**src/hdl/bsc_pkg.sv**
```systemverilog
package bsc_pkg;

  localparam int NumRegs = 8;
  localparam int AddrW = 5;
  localparam int DivStages = 32;

  // register indexes
  localparam logic [2:0] RegAc1 = 3'd0;
  localparam logic [2:0] RegAc2 = 3'd1;
  localparam logic [2:0] RegAc3 = 3'd2;
  localparam logic [2:0] RegAc4 = 3'd3;
  localparam logic [2:0] RegAc5Ac6 = 3'd4;
  localparam logic [2:0] RegB1 = 3'd5;
  localparam logic [2:0] RegB2 = 3'd6;
  localparam logic [2:0] RegMcMd = 3'd7;

  typedef struct packed {
    logic [15:0] temp_word;
    logic [18:0] press_word;
    logic [1:0]  oversampling;
  } sample_t;

  typedef struct packed {
    logic signed [15:0] temp_decidegrees;
    logic signed [31:0] press_pascal;
    logic               div_error;
  } result_t;

  typedef struct packed {
    logic [15:0] ac1;
    logic [15:0] ac2;
    logic [15:0] ac3;
    logic [15:0] ac4;
    logic [15:0] ac5;
    logic [15:0] ac6;
    logic [15:0] b1;
    logic [15:0] b2;
    logic [15:0] mc;
    logic [15:0] md;
  } calib_t;

  // sign extension of a 16-bit coefficient to a 32-bit word
  function automatic logic [31:0] sx16(input logic [15:0] v);
    sx16 = {{16{v[15]}}, v};
  endfunction

  // arithmetic shift right of a 32-bit word
  function automatic logic [31:0] asr32(input logic [31:0] v, input int unsigned n);
    asr32 = 32'($signed(v) >>> n);
  endfunction

endpackage

```
**src/hdl/bsc_cfg_regs.sv**
```systemverilog
// apb register file for calibration coefficients
module bsc_cfg_regs (
  input  logic                      clk,
  input  logic                      rst,
  input  logic                      psel,
  input  logic                      penable,
  input  logic                      pwrite,
  input  logic [bsc_pkg::AddrW-1:0] paddr,
  input  logic [31:0]               pwdata,
  output logic [31:0]               prdata,
  output logic                      pready,
  output bsc_pkg::calib_t           calib
);
  import bsc_pkg::*;

  logic [31:0] regs [NumRegs];
  logic [2:0]  idx;

  assign idx    = paddr[AddrW-1:2];
  assign pready = 1'b1;

  // write on the access cycle
  always_ff @(posedge clk) begin
    if (rst) begin
      for (int i = 0; i < NumRegs; i++) regs[i] <= '0;
    end else if (psel && penable && pwrite) begin
      unique case (idx)
        RegAc5Ac6, RegMcMd: regs[idx] <= pwdata;
        default:            regs[idx] <= {16'd0, pwdata[15:0]};
      endcase
    end
  end

  assign prdata = (paddr[1:0] == 2'b00) ? regs[idx] : '0;

  always_comb begin
    calib.ac1 = regs[RegAc1][15:0];
    calib.ac2 = regs[RegAc2][15:0];
    calib.ac3 = regs[RegAc3][15:0];
    calib.ac4 = regs[RegAc4][15:0];
    calib.ac5 = regs[RegAc5Ac6][31:16];
    calib.ac6 = regs[RegAc5Ac6][15:0];
    calib.b1  = regs[RegB1][15:0];
    calib.b2  = regs[RegB2][15:0];
    calib.mc  = regs[RegMcMd][31:16];
    calib.md  = regs[RegMcMd][15:0];
  end
endmodule

```
**config.mk**
```make
export PLATFORM = sky130hd
export DESIGN_NAME = bsc_cfg_regs
export DESIGN_NICKNAME = d
export VERILOG_FILES = /design/src/hdl/bsc_pkg.sv /design/src/hdl/bsc_cfg_regs.sv
export SDC_FILE = /design/constraint.sdc
export NUM_CORES = 1
export LEC_CHECK = 0
export BUFFER_PORTS_ARGS = -buffer_cell sky130_fd_sc_hd__buf_2
export CAP_MARGIN = 15
export CORE_MARGIN = 4
export CORE_UTILIZATION = 40
export DETAILED_ROUTE_END_ITERATION = 10
export PLACE_DENSITY_LB_ADDON = 0.08
export REMOVE_ABC_BUFFERS = 1
export SLEW_MARGIN = 30
export SYNTH_ARGS = -nofsm -noshare
export SYNTH_HDL_FRONTEND = slang
export SYNTH_SLANG_ARGS = --single-unit
export TNS_END_PERCENT = 1
```
**constraint.sdc**
```tcl
create_clock -name clk -period 1.97 [get_ports clk]
set_clock_uncertainty 0.1 [all_clocks]
set_input_delay 0.0985 -clock clk [delete_from_list [all_inputs] [get_ports clk]]
set_output_delay 0.0985 -clock clk [all_outputs]
set_load 0.01 [all_outputs]
```
# Word level (Yosys, flattened, before mapping)
# Memory sizes are Yosys's and may differ from the RTL's.
# Cells that the tools add are included.
# totals
ff_bits,0
latch_bits,0
ram_bits,256
rom_bits,0
input_bits,42
out_inout_bits,193
wordCells,24
memories,1
# mem_list
name,words,word_bits,read_ports,rd_clocked_by_memory_dff,wr,line,text
regs,8,32,9,0,8,bsc_cfg_regs.sv:16,logic [31:0] regs [NumRegs];
# op_classes
add_sub_neg,0
mul,0
div,0
magnitude_cmp,0
n_eq_ne,2
shift,0
muxes,15
n_bitwise,1
n_reduce_logical,5
# op_table
op,count
$mux W32,3
$reduce_or A32 Y1,1
$mux W1,11
$eq A3 B3 Y1 const B,2
$mux W3,1
$logic_and A1 B1 Y1,2
$logic_not A2 Y1,1
$reduce_or A2 Y1,1
$or A1 B1 Y1,1

# Depth between registers and ports, before layout
# Gate-level depths: netlist of the first run.
# depth
depth_word,9
mapped_depth,7
mapped_depth_nobuf,4

# Least setup slack after synthesis of the first run
# Ideal clock, no wire load.
# synth_path
path_kind,input to register
start,input paddr[3] (netlist bit)
end,"memory regs[2][0], enable pin"
setup_time_ps,375
arrival_time_ps,1244
required_time_ps,1495
setup_slack_ps,251
path_stages,5
n_path_buf,1
cell_sequence,buf_6 inv_2 or2_4 nor3_4 or2_2
# synth_lines
element,line,text
start: declaration,bsc_cfg_regs.sv:8,"input logic [bsc_pkg::AddrW-1:0] paddr,"
end: declaration,bsc_cfg_regs.sv:16,

==> results.tsv, run 1 <==
metric	value	unit
drive_above_1_share	0.3216	
finalSetupViolations	1	
io_buffers	233	
top_regs	regs (256)	
wirelength_met1	15.85	mm
dieArea	32440	µm²
synth_edf_count	256	
die_width	180.1	µm
netlist_instances	889	
drt_iter0_drc	563	
drc_errors	0	
period_share	1.021	
p_leak	5.948	nW
n_fill_cell	2543	
worst_pin_slew	0.8618	ns
dieHeight	180.1	µm
antenna_found_initial	3	
viasPerCell	5.072	
clock-sinks	256	
initial_core_util	0.4095	
routed.top_layer	met5	
grt_max_degree	37	
worstHoldStart	rst	
wl_per_cell	22.57	µm
ir_drop	598.1	µV
setup.worst_path.end_class	primary output	
netlist_area	11850	µm²
synth-seq-area-share	0.6487	
cts_buffers	28	
min_period	2.012	ns
crit_arrival	1.81	ns
yosysTopAreaCellShare	0.6487	
htreeDepth	1	
yosys-top-cells-count	edfxtp_1, and2_1, buf_4, a21oi_1, a221oi_1	
ys_types	42	
synth_area_leader_cell	edfxtp_1	
grt-ovfl-total	0	
firstDrtPassIters	5	
yosys_warnings	0	
hold_depth	2	
ys_seq_elements	256	
p_per_area	894.3	nW/µm²
core_area	28940	µm²
largest_reg_flops	256	
synthFlopType	edfxtp_1	
top_register	regs	
criticalPathCategory	flop to primary output	
yosysMostFrequentCell	edfxtp_1	
route.met2.wl	16.32	mm
ios	235	
status	finished, violations left	
dp_hpwl	22.92	mm
violations	setup timing	
min_to	regs[2][7]	
cts_root_buffer	clkbuf_16	
max_cap_viol_count	0	
grt_usage	0.2137	
final.setup.worst_slack	-0.04224	ns
wl_met3	2.495	mm
slew_violations	0	
vias	7988	
cts_buffer_depth	3	
crit_path_start_kind	flop	
syn_area_per_cell	13.33	µm²
hold_viol	0	
finalSetupTns	-0.04224	ns
slew_headroom	0.4254	
tritoncts	done	
hp-class	input pin to flop	
crit_path_max_fanout	2	
grt_pass1_vias	8319	
fin_nets	1212	
wirelength	35.55	mm
synthArstFlopShare	0	
num_antenna_cells	0	
required	1.77	ns
cts.clk_slew.worst_paths	0.06	ns
hold_slack	0.06334	ns
rows	62	
gp_congestion	0.8066	
ant_nets	0	
grt_first_pass_wirelength	53.32	mm
syn_to_final_growth	25.44	%
max_freq	497.0	MHz
grt_setup_unrepaired	yes	
synth_area_leaders	edfxtp_1, and2_1, buf_4	
## report_power, final
group / leakage (nW) / internal, mW / total [mW] / switching, mW
clock network: 0.457 / 3.24 / 5.35 / 2.12
registers: 2.46 / 6.37 / 6.55 / 0.183
logic: 3.03 / 0.548 / 1.39 / 0.841
total: 5.95 / 10.2 / 13.3 / 3.14
## metal layers
layer	global-route usage	vias to the layer above
met3	0.03694	66
met5	0	-
met1	0.3066	3906
met2	0.3427	342
met4	0.05082	4
li1	-	3670
## worst max path at each step
| stage | to | cells past startpoint | start |
|---|---|---|---|
| final | prdata[5] | 4 | regs[3][5] |
| after global routing | prdata[5] | 4 | regs[3][5] |
| after CTS | prdata[6] | 4 | regs[6][6] |
| after detailed placement | prdata[22] | 9 | paddr[2] |
| after global placement | prdata[31] | 6 | paddr[3] |
| after floorplan | regs[4][0] | 4 | paddr[3] |
## cell usage in the layout, fill, tap and decap left out, types with 2 or more instances in the layout
| cell | instances |
|---|---|
| bufinv_16 | 5 |
| buf_2 | 232 |
| conb_1 | 97 |
| a221oi_1 | 20 |
| clkinv_2 | 4 |
| edfxtp_1 | 256 |
| dlygate4sd3_1 | 32 |
| clkbuf_16 | 28 |
| buf_12 | 17 |
| a21oi_2 | 2 |
| a22oi_1 | 24 |
| and2_1 | 160 |
| buf_6 | 2 |
| nand2b_1 | 3 |
| nor2_2 | 4 |
| clkinv_1 | 10 |
| nor2_1 | 26 |
| buf_4 | 29 |
| inv_2 | 2 |
| mux4_2 | 2 |
| a221oi_2 | 28 |
| clkbuf_1 | 3 |
| a21oi_1 | 58 |
| mux2i_1 | 13 |
| nor3_4 | 2 |
| a22o_1 | 35 |
| nand2_1 | 35 |
| o21ai_0 | 23 |
| o22ai_1 | 6 |
| nor2_4 | 3 |
| or2_2 | 9 |
## stage by stage
stage | instances | utilization | cell area, µm² | setup slack [ns] | power (mW)
2_1_floorplan | 826 | - | 11150 | -0.2389 | 7.178
3_3_place_gp | 1490 | 0.4623 | 13380 | -0.2307 | 7.945
3_5_place_dp | 1490 | 0.4625 | 13380 | -0.08450 | 7.952
4_1_cts | 1575 | 0.5093 | 14740 | -0.05449 | 13.36
5_1_grt | 1575 | 0.5137 | 14860 | -0.08494 | 13.77
6_report | 1575 | 0.5137 | 14860 | -0.04224 | 13.29
## kinds of logic (layout without fill, tap and decap cells)
| kind of cell | count (synthesis) | in the layout | share of synthesized area |
|---|---|---|---|
| flip-flops | 256 | 256 | 0.6487 |
| AND/OR/NAND/NOR | 253 | 253 | 0.1248 |
| AO/OA/AOI/OAI | 201 | 201 | 0.1204 |
| buffers and inverters | 161 | 368 | 0.08975 |
| multiplexers | 16 | 16 | 0.01573 |
| other | 2 | 97 | 0.0006337 |
## what timing repair did
item,CTS,global route
pin swaps,0,10
hold buffers,32,0
setup endpoints to repair,24,27
buffers inserted,2,0
endpoints found under the hold margin,160,0
resized for setup,13,24
## cell type report
type / count / area [µm²] / share of cell area
sequential: 256 / 7687 / 0.5172
multi-input combinational: 567 / 3665 / 0.2465
timing repair buffer: 314 / 2085 / 0.1402
clock buffer: 31 / 711.9 / 0.04790
tap: 384 / 480.5 / 0.03232
clock inverter: 20 / 224.0 / 0.01507
inverter: 3 / 11.26 / 0.0007576
## worst max-delay path, stage by stage (launching register included)
cell and delay (ns):
edfxtp_1 0.43, a221oi_4 0.39, nor2_1 0.07, a22o_1 0.23, buf_2 0.14
Power figures use the tool's default switching activity.
==> inputs of run 2 (changes only) <==
--- a/config.mk
+++ b/config.mk
@@ -5,11 +5,11 @@
 export SDC_FILE = /design/constraint.sdc
 export NUM_CORES = 1
 export LEC_CHECK = 0
-export BUFFER_PORTS_ARGS = -buffer_cell sky130_fd_sc_hd__buf_2
 export CAP_MARGIN = 15
 export CORE_MARGIN = 4
 export CORE_UTILIZATION = 40
 export DETAILED_ROUTE_END_ITERATION = 10
+export DONT_BUFFER_PORTS = 1
 export PLACE_DENSITY_LB_ADDON = 0.08
 export REMOVE_ABC_BUFFERS = 1
 export SLEW_MARGIN = 30
==> results.tsv, run 2 (same netlist as run 1, synthesis figures left out) <==
metric	value	unit
status	finished, violations left	
violations	setup timing	
fin_cells	1343	
io_buffers	0	
final.setup.worst_slack	-0.01538	ns
clock-sinks	256	
vias	7107	
crit_buf_inv	0	
cpPeakStageDelay	0.51	ns
antenna_found_initial	1	
top_regs	regs (256)	
rows	62	
dp.cells	1253	
num_antenna_cells	0	
grt_pass1_vias	7392	
top_register	regs	
drc_errors	0	
setup.worst_path.end_class	primary output	
cts.clk_slew.worst_paths	0.06	ns
largest_reg_flops	256	
grt_first_pass_wirelength	50.90	mm
dieHeight	180.1	µm
dp_hpwl	22.79	mm
max_freq	503.7	MHz
criticalPathCategory	flop to primary output	
grt_usage	0.2091	
grt_setup_unrepaired	yes	
hold_viol	0	
gp_congestion	0.8195	
drive_above_1_share	0.1481	
crit_path_max_fanout	2	
ir_drop	707.8	µV
die_width	180.1	µm
core_area	28940	µm²
grt-ovfl-total	0	
total_power	13.45	mW
htreeDepth	1	
grt_max_degree	67	
firstDrtPassIters	5	
required	1.77	ns
path_cells	a221oi_2, nor2_2, a22o_1	
initial_core_util	0.4095	
dieArea	32440	µm²
critPathTopFamily	compound AO/OA/AOI/OAI gates	
syn_to_final_growth	14.92	%
final_cell_mix	edfxtp_1, and2_1, conb_1	
slew_violations	0	
ant_nets	0	
worst_pin_slew	0.8135	ns
p_leak	4.960	nW
finalSetupTns	-0.01538	ns
final_common_cell	edfxtp_1	
hold_slack	0.03274	ns
finalSetupViolations	1	
period_share	1.008	
min_period	1.985	ns
ios	235	
wl_per_cell	26.26	µm
viasPerCell	5.292	
fin_nets	977	
place_ws	0.2659	ns
cts_root_buffer	clkbuf_16	
cts_buffers	30	
cts_buffer_depth	3	
drt_iter0_drc	474	
crit_path_start_kind	flop	
critical_path.slowest_cell	edfxtp_1	
crit_arrival	1.79	ns
hp-class	input pin to flop	
max_cap_viol_count	0	
tritoncts	done	
p_per_area	987.8	nW/µm²
wirelength	35.26	mm
slew_headroom	0.4552	
==> run 2: changes by cell type in the layout (fill, tap and decap cells not counted), moves of 3 or more <==
cell        delta
buf_12         -6
a221oi_2       -9
clkbuf_16      +3
a221oi_1      +10
buf_4          +3
clkinv_2       +3
clkinvlp_4     +3
buf_2        -232
==> run 2: where the power goes <==
group	switching [mW]	internal [mW]	total [mW]
sequential	0.309	6.38	6.68
combinational	0.589	0.340	0.929
clock	2.21	3.63	5.84
total	3.10	10.3	13.5
==> run 2: final timing paths <==
check	slack, ns	depth (start not counted)	end	from
max	-0.02	3	prdata[5]	regs[6][5]
min	0.03	3	regs[2][1]	paddr[2]
==> run 2: area by class of cell <==
class	instances	area [µm²]
fill	2609	15320
sequential	256	7687
multi-input combinational	567	3586
timing repair buffer	77	800.8
clock buffer	32	779.5
tap	384	480.5
clock inverter	24	272.8
inverter	3	11.26
==> run 2: metal layers <==
metal / track usage / routed length, µm / vias up
li1: - / - / 3203
met4: 0.04870 / 777 / 0
met3: 0.07307 / 3614 / 46
met5: 0 / 0 / -
met1: 0.2569 / 13550 / 3528
met2: 0.3575 / 17320 / 330
==> run 2: what timing repair did <==
item	CTS	global route
setup endpoints to repair	6	11
setup buffers	0	0
gates resized for setup	5	12
hold buffers	34	0
hold endpoints to repair	286	0
pin swaps	0	6
==> run 2: metrics by stage <==
| step | util | instance area [µm²] |
|---|---|---|
| final | 0.4706 | 13620 |
| after global routing | 0.4706 | 13620 |
| after CTS | 0.4682 | 13550 |
| after detailed placement | 0.4190 | 12120 |
| after global placement | 0.4190 | 12120 |
| after floorplan | - | 11150 |
==> inputs of run 3 (changes only) <==
==> constraint.sdc (replaced) <==
create_clock -name clk -period 2.4 [get_ports clk]
set_clock_uncertainty 0.1 [all_clocks]
set_input_delay 0.12 -clock clk [delete_from_list [all_inputs] [get_ports clk]]
set_output_delay 0.12 -clock clk [all_outputs]
set_load 0.01 [all_outputs]
==> results.tsv, run 3 (same netlist as run 1, synthesis figures left out) <==
metric	value	unit
grt_setup_unrepaired	no	
final_cell_mix	edfxtp_1, and2_1, conb_1	
power_frac_clock	0.423	
dieArea	32440	µm²
wl_per_cell	25.69	µm
ir_drop	466.1	µV
drt_iter0_drc	417	
max_cap_viol_count	0	
grt_first_pass_wirelength	50.47	mm
worst_pin_slew	0.8933	ns
top_register	regs	
setup.worst_path.end_class	primary output	
htreeDepth	1	
dpl_cell_area	11870	µm²
num_antenna_cells	0	
cts_buffers	30	
gp_congestion	0.8416	
max_freq	495.3	MHz
crit_path_max_fanout	2	
switching_share	0.2314	
drive_above_1_share	0.1109	
top_regs	regs (256)	
grt_pass1_vias	7539	
die_width	180.1	µm
final.setup.worst_slack	0.3811	ns
grt_usage	0.2054	
dieHeight	180.1	µm
p_per_area	811.2	nW/µm²
largest_reg_flops	256	
critPathCapture	prdata[5]	
rows	62	
required	2.18	ns
power.share.sequential	0.513	
drc_errors	0	
intPower	8.229	mW
crit_arrival	1.80	ns
viasPerCell	5.278	
grt-ovfl-total	0	
p_leak	4.759	nW
criticalPathCategory	flop to primary output	
fin_nets	957	
io_buffers	0	
tritoncts	done	
finalSetupViolations	0	
crit_path_start_kind	flop	
core_area	28940	µm²
min_period	2.019	ns
cts_root_buffer	clkbuf_16	
hp-class	input pin to flop	
ant_nets	0	
antenna_found_initial	0	
hold_viol	0	
period_share	0.8412	
vias	6978	
switchingPower	2.478	mW
cts.clk_slew.worst_paths	0.06	ns
p_comb_frac	0.064	
wirelength	33.97	mm
cp-startpoint	regs[5][5]	
post_cts_resize_count	0	
initial_core_util	0.4095	
final_cell_area	13200	µm²
syn_to_final_growth	11.38	%
finalSetupTns	0	ns
final_common_cell	edfxtp_1	
dp_hpwl	21.64	mm
firstDrtPassIters	6	
slew_violations	0	
status	complete, no violations	
ios	235	
hold_slack	0.05900	ns
cts_buffer_depth	3	
grt_max_degree	67	
slew_headroom	0.4045	
clock-sinks	256	
place_ws	0.3470	ns
## run 3: worst min path at each step
stage / start / to / slack (ns) / cells past startpoint
after floorplan: pwdata[0] / regs[0][0] / 0.22 / 1
after global placement: pwdata[21] / regs[7][21] / 0.22 / 1
after detailed placement: pwdata[29] / regs[7][29] / 0.22 / 1
after CTS: paddr[2] / regs[2][12] / 0.02 / 3
after global routing: paddr[2] / regs[2][15] / 0.04 / 3
final: paddr[2] / regs[2][12] / 0.06 / 3
## run 3: critical path: stages (launching register included)
cell and delay [ns]:
edfxtp_1 0.50, a221oi_1 0.31, nor2_1 0.14, a22o_1 0.31
## run 3: power groups by stage
stage,combinational (mW),clock [mW],sequential [mW]
2_1_floorplan,0.396,0,5.50
3_3_place_gp,0.604,0,5.58
3_5_place_dp,0.611,0,5.59
4_1_cts,0.684,4.62,5.50
5_1_grt,0.756,4.83,5.52
6_report,0.683,4.53,5.49
## run 3: layout make-up
type	instances	area [µm²]
clock buffers	34	787.0
well taps	384	480.5
inverters	3	11.26
flip-flops and latches	256	7687
multi-input cells	567	3495
repair buffers	57	535.5
clock inverters	21	202.7
fillers	2614	15740
## run 3: repair_timing
action,4_1_cts,5_1_grt
hold buffers,33,0
setup buffers,0,0
hold endpoints to repair,162,0
## run 3: metrics by stage
stage / util / total power, mW / instances
floorplan: - / 5.892 / 826
global placement: 0.4102 / 6.182 / 1234
detailed placement: 0.4102 / 6.197 / 1234
CTS: 0.4558 / 10.80 / 1322
global route: 0.4562 / 11.11 / 1322
finish: 0.4562 / 10.71 / 1322
## run 3: metal layers
layer  up-vias  wire length (µm)  GRT usage
met3        51              3137    0.06681
met2       272             16450     0.3474
met4         0               716    0.04658
met1      3500             13670     0.2595
met5         -                 0          0
li1       3155                 -          -
